$ cat config.mk
export PLATFORM = sky130hd
export DESIGN_NAME = cadence_speed_odometer
export DESIGN_NICKNAME = d
export VERILOG_FILES = /design/src/sv/cso_pkg.sv /design/src/sv/cso_div.sv /design/src/sv/cadence_speed_odometer.sv
export SDC_FILE = /design/constraint.sdc
export NUM_CORES = 1
export LEC_CHECK = 0
export ABC_AREA = 1
export BUFFER_PORTS_ARGS = -buffer_cell sky130_fd_sc_hd__clkbuf_2
export CORE_MARGIN = 2
export CORE_UTILIZATION = 45
export CTS_BUF_LIST = sky130_fd_sc_hd__clkbuf_8
export CTS_CLUSTER_DIAMETER = 80
export DETAILED_ROUTE_END_ITERATION = 7
export HOLD_SLACK_MARGIN = 0.06
export PLACE_DENSITY = 0.72
export SLEW_MARGIN = 20
export SYNTH_ARGS = -nofsm -noshare
export SYNTH_HDL_FRONTEND = slang
export SYNTH_SLANG_ARGS = --single-unit
$ cat constraint.sdc
create_clock -name aclk -period 5 [get_ports aclk]
set_input_delay 0.25 -clock aclk [delete_from_list [all_inputs] [get_ports aclk]]
set_output_delay 0.25 -clock aclk [all_outputs]
set_load 0.03 [all_outputs]
$ cat src/sv/cso_pkg.sv
`timescale 1ns / 1ps
// Shared types, constants and helper functions for the cadence/speed odometer.
// Used by cso_div and cadence_speed_odometer; depends on nothing else.

package cso_pkg;

    localparam int DIVIDEND_W = 18;
    localparam int DIVISOR_W  = 32;
    localparam int DIV_CNT_W  = 5;
    localparam logic [DIV_CNT_W-1:0] DIV_STEPS = DIV_CNT_W'(DIVIDEND_W);

    localparam int RPM_W      = 11;
    localparam int SPEED_W    = 12;
    localparam int DIST_W     = 32;
    localparam int CIRC_W     = 12;
    localparam int MAG_W      = 7;
    localparam int COUNT_W    = 13;
    localparam int ODO_INC_W  = 9;

    localparam logic [MAG_W-1:0] MAG_MAX = 7'd64;

    // reciprocal of ten in 16 fractional bits, exact for 12-bit circumferences
    localparam logic [12:0] RECIP_TEN = 13'd6554;
    localparam logic [COUNT_W-1:0] REVS_PER_STEP = 13'd100;

    // configuration register indexes
    localparam logic [3:0] CFG_PEDAL_MIN  = 4'd0;
    localparam logic [3:0] CFG_WHEEL_MIN  = 4'd1;
    localparam logic [3:0] CFG_PEDAL_TO   = 4'd2;
    localparam logic [3:0] CFG_WHEEL_TO   = 4'd3;
    localparam logic [3:0] CFG_CIRC       = 4'd4;
    localparam logic [3:0] CFG_START_DIST = 4'd5;
    localparam logic [3:0] CFG_PEDAL_MAG  = 4'd6;
    localparam logic [3:0] CFG_WHEEL_MAG  = 4'd7;

    // 60000 / magnets, indexed by magnets - 1
    localparam logic [15:0] PEDAL_NUM [64] = '{
        16'd60000, 16'd30000, 16'd20000, 16'd15000, 16'd12000, 16'd10000, 16'd8571, 16'd7500,
        16'd6666,  16'd6000,  16'd5454,  16'd5000,  16'd4615,  16'd4285,  16'd4000, 16'd3750,
        16'd3529,  16'd3333,  16'd3157,  16'd3000,  16'd2857,  16'd2727,  16'd2608, 16'd2500,
        16'd2400,  16'd2307,  16'd2222,  16'd2142,  16'd2068,  16'd2000,  16'd1935, 16'd1875,
        16'd1818,  16'd1764,  16'd1714,  16'd1666,  16'd1621,  16'd1578,  16'd1538, 16'd1500,
        16'd1463,  16'd1428,  16'd1395,  16'd1363,  16'd1333,  16'd1304,  16'd1276, 16'd1250,
        16'd1224,  16'd1200,  16'd1176,  16'd1153,  16'd1132,  16'd1111,  16'd1090, 16'd1071,
        16'd1052,  16'd1034,  16'd1016,  16'd1000,  16'd983,   16'd967,   16'd952,  16'd937
    };

    typedef struct packed {
        logic                  start;
        logic [DIVIDEND_W-1:0] dividend;
        logic [DIVISOR_W-1:0]  divisor;
    } div_req_t;

    typedef struct packed {
        logic                  done;
        logic [DIVIDEND_W-1:0] quotient;
    } div_rsp_t;

    function automatic logic [MAG_W-1:0] clamp_magnets(input logic [MAG_W-1:0] m);
        logic [MAG_W-1:0] r;
        if (m == '0) begin
            r = 7'd1;
        end else if (m > MAG_MAX) begin
            r = MAG_MAX;
        end else begin
            r = m;
        end
        return r;
    endfunction

endpackage

$ cat src/sv/cso_div.sv
`timescale 1ns / 1ps
// Shared restoring divider, one quotient bit per cycle.
// Depends on cso_pkg for widths and the request/response structs.

module cso_div (
    input  logic              aclk,
    input  logic              aresetn,
    input  cso_pkg::div_req_t req_i,
    output cso_pkg::div_rsp_t rsp_o
);

    logic [cso_pkg::DIVISOR_W-1:0]  rem_reg;
    logic [cso_pkg::DIVIDEND_W-1:0] quo_reg;
    logic [cso_pkg::DIVISOR_W-1:0]  dsor_reg;
    logic [cso_pkg::DIV_CNT_W-1:0]  cnt_reg;
    logic                           busy_reg;
    logic                           done_reg;

    logic [cso_pkg::DIVISOR_W:0]    rem_sh;
    logic [cso_pkg::DIVISOR_W+1:0]  diff;
    logic                           fits;

    assign rem_sh = {rem_reg, quo_reg[cso_pkg::DIVIDEND_W-1]};
    assign diff   = {1'b0, rem_sh} - {2'b00, dsor_reg};
    assign fits   = ~diff[cso_pkg::DIVISOR_W+1];

    always_ff @(posedge aclk) begin
        if (!aresetn) begin
            busy_reg <= 1'b0;
            done_reg <= 1'b0;
            cnt_reg  <= '0;
        end else begin
            done_reg <= 1'b0;
            if (req_i.start) begin
                busy_reg <= 1'b1;
                cnt_reg  <= cso_pkg::DIV_STEPS;
            end else if (busy_reg) begin
                cnt_reg <= cnt_reg - 1'b1;
                if (cnt_reg == cso_pkg::DIV_CNT_W'(1)) begin
                    busy_reg <= 1'b0;
                    done_reg <= 1'b1;
                end
            end
        end
    end

    always_ff @(posedge aclk) begin
        if (req_i.start) begin
            rem_reg  <= '0;
            quo_reg  <= req_i.dividend;
            dsor_reg <= req_i.divisor;
        end else if (busy_reg) begin
            rem_reg <= fits ? diff[cso_pkg::DIVISOR_W-1:0] : rem_sh[cso_pkg::DIVISOR_W-1:0];
            quo_reg <= {quo_reg[cso_pkg::DIVIDEND_W-2:0], fits};
        end
    end

    assign rsp_o.done     = done_reg;
    assign rsp_o.quotient = quo_reg;

    a_no_restart: assert property (@(posedge aclk) disable iff (!aresetn)
        req_i.start |-> !busy_reg)
        else $error("divider restarted while busy");

    a_done_after_busy: assert property (@(posedge aclk) disable iff (!aresetn)
        done_reg |-> !busy_reg && cnt_reg == '0)
        else $error("divider done with steps outstanding");

endmodule

$ cat src/sv/cadence_speed_odometer.sv
`timescale 1ns / 1ps
// Cadence, road speed and odometer from millisecond pulse ticks.
// Top level; depends on cso_pkg and the shared divider cso_div.
//
// One s_ transfer is one 1 ms tick carrying pedal pulse, direction and wheel
// pulse flags. Each tick gives exactly one m_ transfer holding cadence (rpm),
// speed (0.1 km/h) and odometer (m).
// A tick runs through three back-to-back divisions on one shared 18-step
// restoring divider: crank rate, circumference per magnet, and wheel rate.
// One state (S_CALC) forms the intervals, each division hands off to the next
// on the divider's done strobe, and S_DONE loads the output register: the result
// is offered, and s_tready rises again, at that same edge. A new tick is taken
// only after the previous tick's result has been loaded into the output register.
// The result sits in an output register, so a new tick is taken while the
// previous result is still waiting; a tick whose result cannot be loaded
// because m_tready is held low waits at the end until the register frees.
// cfg_ready is always high; write only while no tick is in progress.
// A write to start_distance loads the odometer at once.
// Reset (aresetn low, synchronous) restores the configuration registers to their
// defaults and clears the millisecond clock, the pulse count, cadence, speed and the odometer.

module cadence_speed_odometer (
    input  logic        aclk,
    input  logic        aresetn,
    input  logic        s_tvalid,
    output logic        s_tready,
    input  logic [7:0]  s_tdata,   // [0] pedal_pulse, [1] pedal_forward, [2] wheel_pulse
    output logic        m_tvalid,
    input  logic        m_tready,
    output logic [55:0] m_tdata,   // [10:0] cadence_rpm, [22:11] speed_tenths, [54:23] distance_m
    input  logic        cfg_valid,
    output logic        cfg_ready,
    input  logic [3:0]  cfg_index,
    input  logic [31:0] cfg_data
);

    localparam logic [2:0] S_IDLE = 3'd0;
    localparam logic [2:0] S_CALC = 3'd1;
    localparam logic [2:0] S_DIVP = 3'd2;
    localparam logic [2:0] S_DIVC = 3'd3;
    localparam logic [2:0] S_DIVW = 3'd4;
    localparam logic [2:0] S_DONE = 3'd5;

    // configuration
    logic [9:0]                     pedal_min_reg;
    logic [9:0]                     wheel_min_reg;
    logic [15:0]                    pedal_to_reg;
    logic [15:0]                    wheel_to_reg;
    logic [cso_pkg::CIRC_W-1:0]     circ_reg;
    logic [cso_pkg::MAG_W-1:0]      pedal_mag_reg;
    logic [cso_pkg::MAG_W-1:0]      wheel_mag_reg;

    // state
    logic [2:0]                     state_reg;
    logic [31:0]                    now_reg;
    logic [31:0]                    pedal_last_reg;
    logic [31:0]                    wheel_last_reg;
    logic [cso_pkg::COUNT_W-1:0]    count_reg;
    logic [cso_pkg::RPM_W-1:0]      rpm_reg;
    logic [cso_pkg::SPEED_W-1:0]    speed_reg;
    logic [cso_pkg::DIST_W-1:0]     odometer_reg;
    logic                           m_tvalid_reg;

    // per-tick working registers
    logic                           pp_reg;
    logic                           fwd_reg;
    logic                           wp_reg;
    logic                           pacc_reg;
    logic                           pto_reg;
    logic                           wacc_reg;
    logic                           wto_reg;
    logic                           odo_step_reg;
    logic [cso_pkg::ODO_INC_W-1:0]  odo_inc_reg;
    logic [31:0]                    wi_reg;
    logic [55:0]                    m_tdata_reg;

    logic                           in_xfer;
    logic                           cfg_wr;
    logic                           out_load;
    logic [31:0]                    pi;
    logic [31:0]                    wi;
    logic                           pacc;
    logic                           wacc;
    logic [cso_pkg::MAG_W-1:0]      pm_c;
    logic [cso_pkg::MAG_W-1:0]      wm_c;
    logic [cso_pkg::MAG_W-1:0]      pm_idx;
    logic [cso_pkg::COUNT_W-1:0]    cnt_plus;
    logic [cso_pkg::COUNT_W-1:0]    cnt_limit;
    logic [24:0]                    circ_scaled;
    logic [cso_pkg::SPEED_W-1:0]    cpm;
    logic [cso_pkg::DIVIDEND_W-1:0] speed_num;
    logic [cso_pkg::DIST_W-1:0]     odo_next;
    logic [cso_pkg::RPM_W-1:0]      rpm_sat;
    logic [cso_pkg::SPEED_W-1:0]    speed_sat;

    cso_pkg::div_req_t              div_req;
    cso_pkg::div_rsp_t              div_rsp;

    cso_div u_div (
        .aclk    (aclk),
        .aresetn (aresetn),
        .req_i   (div_req),
        .rsp_o   (div_rsp)
    );

    assign s_tready  = (state_reg == S_IDLE);
    assign cfg_ready = 1'b1;
    assign in_xfer   = s_tvalid && s_tready;
    assign cfg_wr    = cfg_valid && cfg_ready;
    assign out_load  = (state_reg == S_DONE) && (!m_tvalid_reg || m_tready);
    assign m_tvalid  = m_tvalid_reg;
    assign m_tdata   = m_tdata_reg;

    // now_reg already holds this tick's time while in S_CALC
    assign pi   = now_reg - pedal_last_reg;
    assign wi   = now_reg - wheel_last_reg;
    assign pacc = pp_reg && (pi > {22'd0, pedal_min_reg});
    assign wacc = wp_reg && (wi > {22'd0, wheel_min_reg});

    assign pm_c      = cso_pkg::clamp_magnets(pedal_mag_reg);
    assign wm_c      = cso_pkg::clamp_magnets(wheel_mag_reg);
    assign pm_idx    = pm_c - 7'd1;
    assign cnt_plus  = count_reg + 13'd1;
    assign cnt_limit = {6'd0, wm_c} * cso_pkg::REVS_PER_STEP;

    // circumference / 10 by reciprocal
    assign circ_scaled = {13'd0, circ_reg} * {12'd0, cso_pkg::RECIP_TEN};

    // (circumference / magnets) * 36 as shift-add
    assign cpm       = div_rsp.quotient[cso_pkg::SPEED_W-1:0];
    assign speed_num = {1'b0, cpm, 5'd0} + {4'd0, cpm, 2'd0};

    assign rpm_sat   = (div_rsp.quotient[cso_pkg::DIVIDEND_W-1:cso_pkg::RPM_W] != '0)
                       ? '1 : div_rsp.quotient[cso_pkg::RPM_W-1:0];
    assign speed_sat = (div_rsp.quotient[cso_pkg::DIVIDEND_W-1:cso_pkg::SPEED_W] != '0)
                       ? '1 : div_rsp.quotient[cso_pkg::SPEED_W-1:0];

    assign odo_next  = odometer_reg
                       + (odo_step_reg ? {23'd0, odo_inc_reg} : cso_pkg::DIST_W'(0));

    always_comb begin
        div_req = '0;
        case (state_reg)
            S_CALC: begin
                div_req.start    = 1'b1;
                div_req.dividend = {2'b00, cso_pkg::PEDAL_NUM[pm_idx[5:0]]};
                div_req.divisor  = pi;
            end
            S_DIVP: begin
                div_req.start    = div_rsp.done;
                div_req.dividend = {6'd0, circ_reg};
                div_req.divisor  = {25'd0, wm_c};
            end
            S_DIVC: begin
                div_req.start    = div_rsp.done;
                div_req.dividend = speed_num;
                div_req.divisor  = wi_reg;
            end
            default: begin
                div_req = '0;
            end
        endcase
    end

    always_ff @(posedge aclk) begin
        if (!aresetn) begin
            state_reg      <= S_IDLE;
            pedal_min_reg  <= 10'd40;
            wheel_min_reg  <= 10'd140;
            pedal_to_reg   <= 16'd250;
            wheel_to_reg   <= 16'd1500;
            circ_reg       <= 12'd2000;
            pedal_mag_reg  <= 7'd1;
            wheel_mag_reg  <= 7'd1;
            now_reg        <= '0;
            pedal_last_reg <= '0;
            wheel_last_reg <= '0;
            count_reg      <= '0;
            rpm_reg        <= '0;
            speed_reg      <= '0;
            odometer_reg   <= '0;
            m_tvalid_reg   <= 1'b0;
            pacc_reg       <= 1'b0;
            pto_reg        <= 1'b0;
            wacc_reg       <= 1'b0;
            wto_reg        <= 1'b0;
            odo_step_reg   <= 1'b0;
        end else begin
            if (cfg_wr) begin
                case (cfg_index)
                    cso_pkg::CFG_PEDAL_MIN:  pedal_min_reg <= cfg_data[9:0];
                    cso_pkg::CFG_WHEEL_MIN:  wheel_min_reg <= cfg_data[9:0];
                    cso_pkg::CFG_PEDAL_TO:   pedal_to_reg  <= cfg_data[15:0];
                    cso_pkg::CFG_WHEEL_TO:   wheel_to_reg  <= cfg_data[15:0];
                    cso_pkg::CFG_CIRC:       circ_reg      <= cfg_data[11:0];
                    cso_pkg::CFG_START_DIST: odometer_reg  <= cfg_data;
                    cso_pkg::CFG_PEDAL_MAG:  pedal_mag_reg <= cfg_data[6:0];
                    cso_pkg::CFG_WHEEL_MAG:  wheel_mag_reg <= cfg_data[6:0];
                    default: ;
                endcase
            end

            if (m_tready && !out_load) begin
                m_tvalid_reg <= 1'b0;
            end

            case (state_reg)
                S_IDLE: begin
                    if (in_xfer) begin
                        now_reg   <= now_reg + 32'd1;
                        state_reg <= S_CALC;
                    end
                end
                S_CALC: begin
                    pacc_reg <= pacc;
                    wacc_reg <= wacc;
                    pto_reg  <= pi > {16'd0, pedal_to_reg};
                    wto_reg  <= wi > {16'd0, wheel_to_reg};
                    odo_step_reg <= 1'b0;
                    if (pacc) begin
                        pedal_last_reg <= now_reg;
                    end
                    if (wacc) begin
                        wheel_last_reg <= now_reg;
                        if (cnt_plus >= cnt_limit) begin
                            count_reg    <= '0;
                            odo_step_reg <= 1'b1;
                        end else begin
                            count_reg <= cnt_plus;
                        end
                    end
                    state_reg <= S_DIVP;
                end
                S_DIVP: begin
                    if (div_rsp.done) begin
                        if (pacc_reg) begin
                            rpm_reg <= fwd_reg ? rpm_sat : '0;
                        end else if (pto_reg) begin
                            rpm_reg <= '0;
                        end
                        state_reg <= S_DIVC;
                    end
                end
                S_DIVC: begin
                    if (div_rsp.done) begin
                        state_reg <= S_DIVW;
                    end
                end
                S_DIVW: begin
                    if (div_rsp.done) begin
                        if (wacc_reg) begin
                            speed_reg <= speed_sat;
                        end else if (wto_reg) begin
                            speed_reg <= '0;
                        end
                        state_reg <= S_DONE;
                    end
                end
                S_DONE: begin
                    if (out_load) begin
                        odometer_reg <= odo_next;
                        m_tvalid_reg <= 1'b1;
                        state_reg    <= S_IDLE;
                    end
                end
                default: begin
                    state_reg <= S_IDLE;
                end
            endcase
        end
    end

    always_ff @(posedge aclk) begin
        if (in_xfer) begin
            pp_reg  <= s_tdata[0];
            fwd_reg <= s_tdata[1];
            wp_reg  <= s_tdata[2];
        end
        if (state_reg == S_CALC) begin
            wi_reg      <= wi;
            odo_inc_reg <= circ_scaled[24:16];
        end
        if (out_load) begin
            m_tdata_reg <= {1'b0, odo_next, speed_reg, rpm_reg};
        end
    end

    a_accept_to_calc: assert property (@(posedge aclk) disable iff (!aresetn)
        in_xfer |=> state_reg == S_CALC)
        else $error("accepted tick did not start interval calculation");

    a_div_done_in_div_state: assert property (@(posedge aclk) disable iff (!aresetn)
        div_rsp.done |-> (state_reg == S_DIVP || state_reg == S_DIVC
                          || state_reg == S_DIVW))
        else $error("divider finished outside a division step");

    a_odo_hold: assert property (@(posedge aclk) disable iff (!aresetn)
        (state_reg != S_DONE && !cfg_wr) |=> odometer_reg == $past(odometer_reg))
        else $error("odometer changed outside result load or config write");

    a_out_from_done: assert property (@(posedge aclk) disable iff (!aresetn)
        $rose(m_tvalid_reg) |-> $past(state_reg) == S_DONE)
        else $error("result offered without finishing a tick");

endmodule
==> qor.yml <==
sta:
  rsz0062_at_grt: "false"
  finalMaxSlewViolations: 0
  fin_ws_ns: 0.3030
  fmax_mhz: 212.9
  hold_viol: 0
  maxSlewHeadroom_pct: 27.42
  post-route-period-util_pct: 93.94
  worstMarginPinSlew_ns: 1.086
  fin_crit_ns: 4.697
  fin_hold_ws_ns: 0.1316
  setup_violations: 0
  finClkSkew_ns: 0.04667
  totalNegativeSetupSlack_ns: 0
placement:
  post_dp_cell_area_sq_um: 33040
  pre_cts_slack_ns: 0.2171
  dpl.hpwl_um: 64750
  io_buffers: 100
  finalWeightedCongestion: 0.9524
global_route:
  grt_max_degree: 96
  grt.overflow.total: 0
  grt_pass1_vias: 27154
  antenna_found_initial: 2
  grt_usage_pct: 24.02
  grt_pass1_wl_um: 140000
synth:
  synth_seq_cells: 439
  synthCells: 4487
  synth_warnings: 0
  synth_top_area_share_pct: 18.36
  synth_cell_types: 59
  syn_area_per_cell_sq_um: 7.045
  synth_edf_count: 149
  yosysSeqAreaShare_pct: 32.52
  ys.flop_type: "dfxtp_1"
  async_reset_ff_share_pct: 0
  synth_top_area_cell: "dfxtp_1"
  synth.area.top_cells: "dfxtp_1, edfxtp_1, nand2_1"
  netlist_area_sq_um: 31610
  synthesis.nets: 4879
finish:
  layout_commonest_cell: "nand2_1"
  areaGrowthSynthToFinish_pct: 10.92
  stdcell_area_sq_um: 35070
  fin_nets: 5004
  largest_reg_flops: 55
  layout_common_cells: "nand2_1, inv_1, nor2_1"
  drive_gt1_share_pct: 6.410
routing:
  wirelength_um: 86590
  ant_nets: 0
  via_per_inst: 5.189
  dr_wl_met2_um: 39510
  top_layer: "met4"
  routed-wl-met3_um: 4431
  first_pass_iters: 5
  drc_errors: 0
  drt_iter0_markers: 2359
  wl_per_cell_um: 15.39
  drt-met1-wl_um: 40080
  num_vias: 29195
flow_run:
  drv_cap: 0
critical_path:
  cp-end-kind: "register"
  arrival_ns: 5.15
  cp-start-kind: "register"
  critPathKind: "register to register"
  critPathRequiredTime_ns: 5.45
  r2r_cells: 21
  cp_max_fo: 5
power:
  pwr-share-clk_pct: 17.5
  pwr-share-seq_pct: 27.9
  p_int_uw: 10070
  powerDensity_nw_per_um2: 549.0
  leakagePower_uw: 0.01716
  share_comb_of_total_power_pct: 54.6
  switchingPower_uw: 9184
  vdd_ir_drop_max_mv: 0.3223
  sw_frac_of_total_pct: 47.71
clocking:
  ctsHtreeMaxLevel: 3
  clk_latency_ns: 0.71
  path_clk_slew_ns: 0.06
  tritoncts: "yes"
  cts_sinks: 439
  clockBufferDepth: 3
  numCtsBuffers: 80
  root_buffer: "clkbuf_8"
floorplanning:
  start_util_pct: 45.30
  die-area_sq_um: 72390
  pin_count: 108
  rows: 97
  core_area_sq_um: 69790
  dieWidth_um: 269.1
  die_height_um: 269.1
status:
  run_status: "finished, final reports clean"
worst_hold_path:
  hp-class: "input port to register"
  holdPathStages: 4
## cell families after synthesis
| kind of cell | count (synthesis) | synth area share [%] |
|---|---|---|
| AND/OR/NAND/NOR | 1914 | 25.04 |
| AO/OA/AOI/OAI | 775 | 13.54 |
| other | 2 | 0.02376 |
| XOR/XNOR | 120 | 3.372 |
| adder cells (fa/ha/maj) | 343 | 14.64 |
| buffers and inverters | 894 | 10.86 |
| flip-flops | 439 | 32.52 |
## synthesized netlist by cell type (9+ instances only)
master    number
a21oi_1      363
a221oi_1       9
a31oi_1        9
buf_2         28
clkbuf_1      93
dfxtp_1      290
edfxtp_1     149
fa_1          45
ha_1         298
inv_1        747
inv_2          9
nand2_1     1111
nand3_1      273
nand3b_1      12
nand4_1       35
nor2_1       373
nor3_1        52
nor4_1        14
o211ai_1      57
o21a_1        11
o21ai_0      252
o21ai_1       13
o21bai_1      13
or2_2         16
xnor2_1       33
xor2_1        85
## stage by stage
step,std cells,utilization [%],total power [uW]
CTS,5619,50.21,19200
global placement,5426,47.34,15560
floorplan,4487,-,12940
finish,5626,50.25,19250
detailed placement,5426,47.34,15730
global route,5625,50.24,20980
## routing by layer
metal | vias up | GRT usage, %
met3 | 169 | 2.904
met2 | 783 | 39.33
met1 | 13440 | 32.75
li1 | 14803 | -
met4 | 0 | 8.243
met5 | - | 0
## power groups by stage
| stage | Sequential [uW] | Combinational [uW] | Clock, uW |
|---|---|---|---|
| after floorplan | 5340 | 7600 | 0 |
| after global placement | 5410 | 10200 | 0 |
| after detailed placement | 5430 | 10300 | 0 |
| after CTS | 5370 | 10400 | 3440 |
| after global routing | 5480 | 11900 | 3590 |
| final | 5380 | 10500 | 3370 |
## worst max-delay path, stage by stage (launching register included)
cell and delay, ns:
dfxtp_1 0.35, ha_1 0.33, inv_1 0.06, fa_1 0.53, inv_1 0.06, fa_1 0.53, inv_1 0.06, fa_1 0.54
inv_1 0.06, fa_1 0.47, ha_1 0.35, a21oi_2 0.18, o21ai_0 0.11, a21oi_1 0.13, nand2_1 0.11, nand2_1 0.08
nand2_1 0.07, nand2_1 0.06, nand2_1 0.09, nand3_1 0.08, nand2_1 0.06, xor2_1 0.14
## path summary, 6_finish.rpt
kind	from	endpoint	slack, ns
max	circ_reg[2]$_SDFFE_PN0P_	odo_inc_reg[8]$_DFFE_PP_	0.30
min	cfg_valid	pedal_min_reg[3]$_SDFFE_PN1P_	0.13
max reg2reg	circ_reg[2]$_SDFFE_PN0P_	odo_inc_reg[8]$_DFFE_PP_	0.30
min reg2reg	rpm_reg[8]$_SDFFE_PN0P_	m_tdata[8]$_DFFE_PP_	0.43
## area by class of cell
type	instances	area [sq um]
fill	6955	34720
inverter	758	2845
clock buffer	90	1239
clock inverter	60	332.8
sequential	439	10280
tap	940	1176
multi-input combinational	3154	17960
timing repair buffer	179	1220
antenna	6	15.01
## what timing repair did
| action | 4_1_cts | 5_1_grt |
|---|---|---|
| hold endpoints to repair | 118 | 0 |
| resized for setup | 0 | 1 |
| setup endpoints to repair | 0 | 2 |
| setup buffers | 0 | 1 |
| hold buffers | 43 | 0 |
(Power assumes the default switching activity.)
